===== config.mk =====
export PLATFORM = sky130hd
export DESIGN_NAME = sha256_stream_hasher_top_flat
export DESIGN_NICKNAME = d
export VERILOG_FILES = /design/src/rtl/sha256_pkg.sv /design/src/rtl/sha256_if.sv /design/src/rtl/sha256_core.sv /design/src/rtl/sha256_stream_hasher_top.sv /design/src/flat_wrapper.sv
export SDC_FILE = /design/constraint.sdc
export NUM_CORES = 2
export LEC_CHECK = 0
export BUFFER_PORTS_ARGS = -buffer_cell sky130_fd_sc_hd__buf_2
export CAP_MARGIN = 20
export CORE_UTILIZATION = 50
export DETAILED_ROUTE_END_ITERATION = 8
export GPL_TIMING_DRIVEN = 0
export PLACE_DENSITY = 0.71
export SYNTH_ARGS = -nofsm -noshare
export SYNTH_HDL_FRONTEND = slang
export SYNTH_SLANG_ARGS = --single-unit
export TNS_END_PERCENT = 10

===== constraint.sdc =====
create_clock -name clk -period 50.9 [get_ports clk]
set_input_delay 10.18 -clock clk [delete_from_list [all_inputs] [get_ports clk]]
set_output_delay 10.18 -clock clk [all_outputs]
set_load 0.03 [all_outputs]

===== src/rtl/sha256_pkg.sv =====
// ----------------------------------------------------------------------------
// sha256_pkg
// Shared types, constants and round functions of the SHA-256 stream hasher.
// ----------------------------------------------------------------------------
package sha256_pkg;

  localparam logic KIND_APPEND = 1'b0;
  localparam logic KIND_FINISH = 1'b1;

  localparam logic [7:0] PAD_BYTE = 8'h80;

  typedef enum logic [2:0] {
    ST_IDLE,
    ST_FILL,
    ST_LOAD,
    ST_ROUND,
    ST_UPDATE,
    ST_EMIT_RD,
    ST_EMIT_LD,
    ST_EMIT_HOLD
  } state_t;

  typedef struct packed {
    logic       w_load;
    logic       v_load;
    logic       round;
    logic       v_shift;
    logic [5:0] k_idx;
  } core_ctrl_t;

  localparam logic [31:0] INIT_H [8] = '{
    32'h6a09e667, 32'hbb67ae85, 32'h3c6ef372, 32'ha54ff53a,
    32'h510e527f, 32'h9b05688c, 32'h1f83d9ab, 32'h5be0cd19
  };

  localparam logic [31:0] ROUND_K [64] = '{
    32'h428a2f98, 32'h71374491, 32'hb5c0fbcf, 32'he9b5dba5,
    32'h3956c25b, 32'h59f111f1, 32'h923f82a4, 32'hab1c5ed5,
    32'hd807aa98, 32'h12835b01, 32'h243185be, 32'h550c7dc3,
    32'h72be5d74, 32'h80deb1fe, 32'h9bdc06a7, 32'hc19bf174,
    32'he49b69c1, 32'hefbe4786, 32'h0fc19dc6, 32'h240ca1cc,
    32'h2de92c6f, 32'h4a7484aa, 32'h5cb0a9dc, 32'h76f988da,
    32'h983e5152, 32'ha831c66d, 32'hb00327c8, 32'hbf597fc7,
    32'hc6e00bf3, 32'hd5a79147, 32'h06ca6351, 32'h14292967,
    32'h27b70a85, 32'h2e1b2138, 32'h4d2c6dfc, 32'h53380d13,
    32'h650a7354, 32'h766a0abb, 32'h81c2c92e, 32'h92722c85,
    32'ha2bfe8a1, 32'ha81a664b, 32'hc24b8b70, 32'hc76c51a3,
    32'hd192e819, 32'hd6990624, 32'hf40e3585, 32'h106aa070,
    32'h19a4c116, 32'h1e376c08, 32'h2748774c, 32'h34b0bcb5,
    32'h391c0cb3, 32'h4ed8aa4a, 32'h5b9cca4f, 32'h682e6ff3,
    32'h748f82ee, 32'h78a5636f, 32'h84c87814, 32'h8cc70208,
    32'h90befffa, 32'ha4506ceb, 32'hbef9a3f7, 32'hc67178f2
  };

  function automatic logic [31:0] rotr(input logic [31:0] x, input int n);
    return (x >> n) | (x << (32 - n));
  endfunction

  function automatic logic [31:0] big_sig0(input logic [31:0] x);
    return rotr(x, 2) ^ rotr(x, 13) ^ rotr(x, 22);
  endfunction

  function automatic logic [31:0] big_sig1(input logic [31:0] x);
    return rotr(x, 6) ^ rotr(x, 11) ^ rotr(x, 25);
  endfunction

  function automatic logic [31:0] small_sig0(input logic [31:0] x);
    return rotr(x, 7) ^ rotr(x, 18) ^ (x >> 3);
  endfunction

  function automatic logic [31:0] small_sig1(input logic [31:0] x);
    return rotr(x, 17) ^ rotr(x, 19) ^ (x >> 10);
  endfunction

endpackage


===== src/rtl/sha256_if.sv =====
// ----------------------------------------------------------------------------
// sha256 channel interfaces
// Valid/ready channels for message requests and digest words.
// ----------------------------------------------------------------------------
interface sha256_msg_if;
  logic       valid;
  logic       ready;
  logic       kind;
  logic [7:0] data_byte;

  modport source (output valid, output kind, output data_byte, input ready);
  modport sink   (input valid, input kind, input data_byte, output ready);
endinterface

interface sha256_digest_if;
  logic        valid;
  logic        ready;
  logic [31:0] digest_word;
  logic [2:0]  word_index;
  logic        last_word;

  modport source (output valid, output digest_word, output word_index, output last_word,
                  input ready);
  modport sink   (input valid, input digest_word, input word_index, input last_word,
                  output ready);
endinterface


===== src/rtl/sha256_core.sv =====
// ----------------------------------------------------------------------------
// sha256_core
// Message schedule shift line and working variables a..h; one round a cycle.
// ----------------------------------------------------------------------------
module sha256_core
  import sha256_pkg::*;
(
  input  logic        clk,
  input  core_ctrl_t  ctrl,
  input  logic [31:0] buf_word,
  input  logic [31:0] hash_word,
  output logic [31:0] a_word
);

  logic [31:0] w [16];
  logic [31:0] v [8];
  logic [31:0] w_new;
  logic [31:0] t1;
  logic [31:0] t2;

  assign w_new = small_sig1(w[14]) + w[9] + small_sig0(w[1]) + w[0];
  assign t1 = v[7] + big_sig1(v[4]) + ((v[4] & v[5]) ^ (~v[4] & v[6]))
            + ROUND_K[ctrl.k_idx] + w[0];
  assign t2 = big_sig0(v[0]) + ((v[0] & v[1]) ^ (v[0] & v[2]) ^ (v[1] & v[2]));
  assign a_word = v[0];

  always_ff @(posedge clk) begin
    if (ctrl.w_load || ctrl.round) begin
      for (int i = 0; i < 15; i++) w[i] <= w[i+1];
      w[15] <= ctrl.round ? w_new : buf_word;
    end
  end

  always_ff @(posedge clk) begin
    if (ctrl.round) begin
      v[0] <= t1 + t2;
      v[1] <= v[0];
      v[2] <= v[1];
      v[3] <= v[2];
      v[4] <= v[3] + t1;
      v[5] <= v[4];
      v[6] <= v[5];
      v[7] <= v[6];
    end else if (ctrl.v_load || ctrl.v_shift) begin
      for (int i = 0; i < 7; i++) v[i] <= v[i+1];
      v[7] <= ctrl.v_load ? hash_word : v[0];
    end
  end

endmodule


===== src/rtl/sha256_stream_hasher_top.sv =====
// ----------------------------------------------------------------------------
// sha256_stream_hasher_top
// Byte-serial SHA-256: block buffer and chaining state in memories with one write and one read port.
// ----------------------------------------------------------------------------
// Append: a byte is taken while idle; the 64th byte of a block starts a compression
//   (load, 64 rounds, hash write-back), and no byte is taken until it ends.
// Finish: padding writes, one or two compressions, then 8 digest words one at a time,
//   each held until the sink is ready; once done, a finish resends the words.
// Reset: synchronous; chaining entries read as H0..H7 until first written,
//   through per-entry valid bits, so no clearing pass is needed.
module sha256_stream_hasher_top
  import sha256_pkg::*;
(
  input  logic                   clk,
  input  logic                   rst,
  sha256_msg_if.sink             msg,
  sha256_digest_if.source        digest
);

  state_t state;
  state_t state_next;

  logic [5:0]  cnt;
  logic [54:0] blocks;
  logic        done;
  logic        two;
  logic        fin;
  logic [3:0]  wp;
  logic [4:0]  lc;
  logic [5:0]  rnd;
  logic [3:0]  uc;
  logic [2:0]  idx;
  logic [7:0]  hv;
  logic        out_valid;
  logic [31:0] acc;
  logic [31:0] out_word;
  logic [2:0]  out_idx;

  logic        accept;
  logic [3:0]  wi;
  logic [63:0] len;

  logic [31:0] buf_mem [16];
  logic        buf_we;
  logic [3:0]  buf_waddr;
  logic [31:0] buf_wdata;
  logic [31:0] buf_rd;

  logic [31:0] hash_mem [8];
  logic [2:0]  hash_raddr;
  logic        hash_we;
  logic [2:0]  hash_waddr;
  logic [31:0] hash_rd;
  logic [2:0]  hash_rd_addr;
  logic        hash_rd_valid;
  logic [31:0] hash_q;

  core_ctrl_t  ctrl;
  logic [31:0] a_word;

  assign accept = msg.valid && msg.ready;
  assign wi     = cnt[5:2];
  assign len    = {blocks, cnt, 3'b000};
  assign hash_q = hash_rd_valid ? hash_rd : INIT_H[hash_rd_addr];

  assign digest.valid       = out_valid;
  assign digest.digest_word = out_word;
  assign digest.word_index  = out_idx;
  assign digest.last_word   = (out_idx == 3'd7);

  function automatic logic [31:0] pad_word(input logic [31:0] a, input logic [1:0] p);
    logic [31:0] r;
    r = '0;
    unique case (p)
      2'd0: r = {PAD_BYTE, 24'h0};
      2'd1: r = {a[31:24], PAD_BYTE, 16'h0};
      2'd2: r = {a[31:16], PAD_BYTE, 8'h0};
      2'd3: r = {a[31:8], PAD_BYTE};
    endcase
    return r;
  endfunction

  // memories
  always_ff @(posedge clk) begin
    if (buf_we) buf_mem[buf_waddr] <= buf_wdata;
    buf_rd <= buf_mem[lc[3:0]];
  end

  always_ff @(posedge clk) begin
    if (hash_we) hash_mem[hash_waddr] <= hash_q + a_word;
    hash_rd      <= hash_mem[hash_raddr];
    hash_rd_addr <= hash_raddr;
  end

  always_ff @(posedge clk) begin
    if (rst) begin
      hv            <= '0;
      hash_rd_valid <= 1'b0;
    end else begin
      hash_rd_valid <= hv[hash_raddr] && !(hash_we && hash_waddr == hash_raddr);
      if (hash_we) hv[hash_waddr] <= 1'b1;
    end
  end

  sha256_core u_core (
    .clk       (clk),
    .ctrl      (ctrl),
    .buf_word  (buf_rd),
    .hash_word (hash_q),
    .a_word    (a_word)
  );

  // next state
  always_comb begin
    state_next = state;
    unique case (state)
      ST_IDLE: begin
        if (accept) begin
          if (msg.kind == KIND_FINISH) begin
            if (done)          state_next = ST_EMIT_RD;
            else if (wi == 4'd15) state_next = ST_LOAD;
            else               state_next = ST_FILL;
          end else if (!done && cnt == 6'd63) begin
            state_next = ST_LOAD;
          end
        end
      end
      ST_FILL:      if (wp == 4'd15) state_next = ST_LOAD;
      ST_LOAD:      if (lc == 5'd16) state_next = ST_ROUND;
      ST_ROUND:     if (rnd == 6'd63) state_next = ST_UPDATE;
      ST_UPDATE: begin
        if (uc == 4'd8) begin
          priority if (two) state_next = ST_FILL;
          else if (fin)     state_next = ST_EMIT_RD;
          else              state_next = ST_IDLE;
        end
      end
      ST_EMIT_RD:   state_next = ST_EMIT_LD;
      ST_EMIT_LD:   state_next = ST_EMIT_HOLD;
      ST_EMIT_HOLD: begin
        if (digest.ready) state_next = (idx == 3'd7) ? ST_IDLE : ST_EMIT_RD;
      end
      default:      state_next = ST_IDLE;
    endcase
  end

  // outputs and memory controls
  always_comb begin
    msg.ready   = 1'b0;
    buf_we      = 1'b0;
    buf_waddr   = wp;
    buf_wdata   = '0;
    hash_raddr  = idx;
    hash_we     = 1'b0;
    hash_waddr  = uc[2:0] - 3'd1;
    ctrl        = '0;
    ctrl.k_idx  = rnd;
    unique case (state)
      ST_IDLE: begin
        msg.ready = 1'b1;
        buf_waddr = wi;
        if (accept && !done) begin
          if (msg.kind == KIND_FINISH) begin
            buf_we    = 1'b1;
            buf_wdata = pad_word(acc, cnt[1:0]);
          end else if (cnt[1:0] == 2'd3) begin
            buf_we    = 1'b1;
            buf_wdata = {acc[31:8], msg.data_byte};
          end
        end
      end
      ST_FILL: begin
        buf_we = 1'b1;
        if (!two && wp == 4'd14)      buf_wdata = len[63:32];
        else if (!two && wp == 4'd15) buf_wdata = len[31:0];
        else                          buf_wdata = '0;
      end
      ST_LOAD: begin
        hash_raddr   = lc[2:0];
        ctrl.w_load  = (lc != 5'd0);
        ctrl.v_load  = (lc != 5'd0) && (lc <= 5'd8);
      end
      ST_ROUND:  ctrl.round = 1'b1;
      ST_UPDATE: begin
        hash_raddr   = uc[2:0];
        hash_we      = (uc != 4'd0);
        ctrl.v_shift = (uc != 4'd0);
      end
      ST_EMIT_RD, ST_EMIT_LD, ST_EMIT_HOLD: hash_raddr = idx;
      default: ;
    endcase
  end

  // control registers
  always_ff @(posedge clk) begin
    if (rst) begin
      state     <= ST_IDLE;
      cnt       <= '0;
      blocks    <= '0;
      done      <= 1'b0;
      two       <= 1'b0;
      fin       <= 1'b0;
      wp        <= '0;
      lc        <= '0;
      rnd       <= '0;
      uc        <= '0;
      idx       <= '0;
      out_valid <= 1'b0;
    end else begin
      state <= state_next;
      lc    <= (state == ST_LOAD) ? lc + 5'd1 : '0;
      rnd   <= (state == ST_ROUND) ? rnd + 6'd1 : '0;
      uc    <= (state == ST_UPDATE) ? uc + 4'd1 : '0;
      unique case (state)
        ST_IDLE: begin
          if (accept) begin
            if (msg.kind == KIND_FINISH) begin
              idx <= '0;
              if (!done) begin
                fin <= 1'b1;
                two <= (cnt[5:3] == 3'b111);
                wp  <= wi + 4'd1;
              end
            end else if (!done) begin
              cnt <= cnt + 6'd1;
              if (cnt == 6'd63) blocks <= blocks + 55'd1;
            end
          end
        end
        ST_FILL: wp <= wp + 4'd1;
        ST_UPDATE: begin
          if (uc == 4'd8) begin
            if (two) begin
              two <= 1'b0;
              wp  <= '0;
            end else if (fin) begin
              done <= 1'b1;
              idx  <= '0;
            end
          end
        end
        ST_EMIT_LD: out_valid <= 1'b1;
        ST_EMIT_HOLD: begin
          if (digest.ready) begin
            out_valid <= 1'b0;
            idx       <= idx + 3'd1;
          end
        end
        default: ;
      endcase
    end
  end

  // payload registers
  always_ff @(posedge clk) begin
    if (state == ST_IDLE && accept && msg.kind == KIND_APPEND && !done) begin
      unique case (cnt[1:0])
        2'd0: acc[31:24] <= msg.data_byte;
        2'd1: acc[23:16] <= msg.data_byte;
        2'd2: acc[15:8]  <= msg.data_byte;
        2'd3: acc[7:0]   <= msg.data_byte;
      endcase
    end
    if (state == ST_EMIT_LD) begin
      out_word <= hash_q;
      out_idx  <= idx;
    end
  end

endmodule

===== src/flat_wrapper.sv =====
// flat-port wrapper written by rule: the top's interface ports become plain ports
module sha256_stream_hasher_top_flat import sha256_pkg::*;
  (clk, rst, msg_valid, msg_kind, msg_data_byte, msg_ready, digest_valid, digest_digest_word, digest_word_index, digest_last_word, digest_ready);
  sha256_msg_if msg_i ();
  sha256_digest_if digest_i ();
  input  logic clk;
  input  logic rst;
  input wire logic [$bits(msg_i.valid)-1:0] msg_valid;
  input wire logic [$bits(msg_i.kind)-1:0] msg_kind;
  input wire logic [$bits(msg_i.data_byte)-1:0] msg_data_byte;
  output wire logic [$bits(msg_i.ready)-1:0] msg_ready;
  output wire logic [$bits(digest_i.valid)-1:0] digest_valid;
  output wire logic [$bits(digest_i.digest_word)-1:0] digest_digest_word;
  output wire logic [$bits(digest_i.word_index)-1:0] digest_word_index;
  output wire logic [$bits(digest_i.last_word)-1:0] digest_last_word;
  input wire logic [$bits(digest_i.ready)-1:0] digest_ready;
  assign msg_i.valid = msg_valid;
  assign msg_i.kind = msg_kind;
  assign msg_i.data_byte = msg_data_byte;
  assign msg_ready = msg_i.ready;
  assign digest_valid = digest_i.valid;
  assign digest_digest_word = digest_i.digest_word;
  assign digest_word_index = digest_i.word_index;
  assign digest_last_word = digest_i.last_word;
  assign digest_i.ready = digest_ready;
  sha256_stream_hasher_top u_core (.clk(clk), .rst(rst), .msg(msg_i), .digest(digest_i));
endmodule

==> qor.yml <==
clocking:
  clkLatencyLatePin_ps: 830
  cts-hold-fix-buffers: 0
  path_clk_slew_ps: 60
  cts_root_buffer: "clkbuf_16"
  cts-htree-levels: 4
  cts_resized: 0
  cts_tree: "yes"
  cts.sinks: 1761
  max-clock-path-buffers: 3
  cts_setup_buffers: 0
  cts_buffers: 177
setup_path:
  arrival_ps: 13100
  r2r_start: "u_core.rnd[1]"
  worst_setup_path_start_kind: "flop"
  r2r_setup_slack_ps: 38310
  worstSetupEndpointType: "flop"
  worst_r2r_path_depth: 37
  critPathRequiredTime_ps: 51410
  slowest_delay_ps: 920
  path_class: "reg -> reg"
  setup.worst_path.start: "u_core.rnd[1]"
  cp_max_fo: 10
  r2r_end: "u_core.u_core.v[0][31]"
  crit_slowest_cell: "a311oi_1"
grt:
  grt_max_degree: 63
  antenna_found_initial: 14
  grt_pass1_vias: 51900
  grt-ovfl-total: 0
  grt_use_total_pct: 28.4
  grt_pass1_wl_mm: 347
floorplan:
  die_h_um: 407
  initial_core_util_pct: 50.4
  design.core.area_mm2: 0.163
  fp.dieW_um: 407
  rows: 148
  pin_count: 51
  die-area_mm2: 0.166
run_status:
  status: "finished clean"
min_path:
  min_from: "u_core.u_core.w[1][75]"
  worstHoldEndpoint: "u_core.u_core.w[1][43]"
  holdPathStages: 0
  worst_hold_path_type: "reg -> reg"
place:
  post-dp-hpwl_mm: 172
  post-place-cells: 8603
  port_buffers: 50
  place_congestion: 1.01
  placed_area_mm2: 0.0866
timing:
  worst_hold_slack_ps: 373
  worst_pin_slew_ps: 1340
  min_period_over_period_pct: 24.7
  drv_slew: 0
  final.setup.tns_ps: 0
  slew_headroom_pct: 9.53
  final_hold_viol_count: 0
  fin_skew_ps: 50.5
  period_minus_slack_ps: 12590
  setup_viol: 0
  max_clock_freq_ghz: 0.0794
  grt_setup_unrepaired: "false"
yosys:
  ys_seq_elements: 1761
  synth_edf_count: 1595
  synth_most_common_cell: "edfxtp_1"
  yosys.area.top_type: "edfxtp_1"
  synth_adder_area_share_pct: 7.58
  synth_cell_types: 81
  ys_async_sr_fraction_pct: 0
  netlist_instances: 6300
  synth_ff_type: "edfxtp_1"
  yosys_warnings: 0
  synth_top_area_share_pct: 58.3
  synth_simple_gate_area_share_pct: 9.71
  yosys-top-cells-count: "edfxtp_1, nand2_1, o21ai_0"
  synth.top_cells.by_area: "edfxtp_1, nand2_1, mux4_2"
  syn-num-nets: 6696
  synth-xor-area-share_pct: 4.74
  synth_compound_area_share_pct: 6.99
  yosysSeqAreaShare_pct: 62.3
  syn_area_per_cell_um2: 13.0
  synth_top_family_by_area: "simple AND/OR/NAND/NOR gates"
  syn_area_mm2: 0.0822
  synth_mux_area_share_pct: 5.85
routing:
  drtIter0Drc: 6588
  vias: 53500
  postRouteAntennaNets: 0
  drt-vias-per-instance: 5.97
  first_pass_iters: 8
  wl_per_cell_um: 26.7
  drc: 0
  drt_wl_total_mm: 239
run:
  drv_cap: 0
finish:
  final_cell_area_mm2: 0.0926
  final_layout_size_suffix_gt1_share_pct: 9.68
  num-nets-final: 7019
  fin_cells: 8949
  area_delta_synth_final_pct: 12.7
-- area by class of cell --
| type | instances | area [um2] |
|---|---|---|
| Timing Repair Buffer | 144 | 1680 |
| Fill cell | 12900 | 70300 |
| Inverter | 303 | 1140 |
| Clock buffer | 237 | 4820 |
| Multi-Input combinational cell | 3924 | 28900 |
| Sequential cell | 1761 | 51200 |
| Tap cell | 2175 | 2720 |
| Clock inverter | 88 | 976 |
| Antenna cell | 5 | 12.5 |
| Buffer | 312 | 1170 |
-- cell usage in the layout, fill, tap and decap left out, types with 31 or more instances in the layout --
cell type	n
a31oi_1	35
nor2_1	265
nand3_1	231
a21o_1	84
dfxtp_1	166
clkbuf_1	314
a21oi_1	241
buf_2	65
mux4_2	173
or3_1	31
fa_1	188
inv_1	297
nor3_1	47
o21ai_0	351
nand2_1	1116
ha_1	195
xnor2_1	301
nand2b_1	34
mux2i_1	61
buf_1	39
edfxtp_1	1595
clkbuf_16	177
xor2_1	144
-- registers in the layout, indices dropped and copies added (netlist names), 3 cells and up --
| signal | count |
|---|---|
| u_core.buf_rd | 32 |
| u_core.rnd | 6 |
| u_core.wp | 4 |
| u_core.acc | 24 |
| u_core.state | 3 |
| u_core.hash_rd | 32 |
| u_core.buf_mem | 512 |
| u_core.lc | 5 |
| u_core.uc | 4 |
| u_core.cnt | 6 |
| u_core.hv | 8 |
| u_core.digest.digest_word | 32 |
| u_core.idx | 3 |
| u_core.hash_mem | 256 |
| u_core.u_core.w | 512 |
| u_core.digest.word_index | 3 |
| u_core.u_core.v | 256 |
| u_core.blocks | 55 |
| u_core.hash_rd_addr | 3 |
-- worst max-delay path, delay by kind of cell, from the launching register on --
kind                     cells  cell delay [ps]
adder cells (fa/ha/maj)      7             2790
XOR/XNOR                     2              880
buffers and inverters        6             1250
flip-flops                   1              690
AND/OR/NAND/NOR              5             1190
AO/OA/AOI/OAI               17             5500
-- routing by layer --
layer | vias to the layer above | share of wire [%] | global-route usage [%]
met5 | - | 0.039 | 0
met4 | 14 | 4.8 | 12.2
met3 | 538 | 9.8 | 5.55
met2 | 2931 | 46 | 44.2
met1 | 26700 | 40 | 39.2
li1 | 23300 | - | -
-- through the flow --
step           utilization (%)  setup WS [ps]
2_1_floorplan                -          11500
3_3_place_gp              52.3          -1120
3_5_place_dp              53.2          37680
4_1_cts                   56.7          38540
5_1_grt                   56.8          38100
6_report                  56.8          38310
-- worst max path at each step --
stage,to,slack (ps),cells after the start
2_1_floorplan,u_core.u_core.w[0][0],11500,8
3_3_place_gp,u_core.u_core.w[0][48],-1120,8
3_5_place_dp,u_core.blocks[49],37680,11
4_1_cts,u_core.blocks[53],38540,11
5_1_grt,u_core.u_core.v[0][31],38100,37
6_report,u_core.u_core.v[0][31],38310,37
-- kinds of logic (layout without fill, tap and decap cells) --
group	Yosys count	in the layout
AND/OR/NAND/NOR	1875	1875
flip-flops	1761	1761
AO/OA/AOI/OAI	957	957
buffers and inverters	615	1084
XOR/XNOR	445	445
adder cells (fa/ha/maj)	386	386
multiplexers	261	261
other	0	5
Power is not shown: default switching activity piles up to over one toggle a cycle in this logic, so the estimate is an artifact.
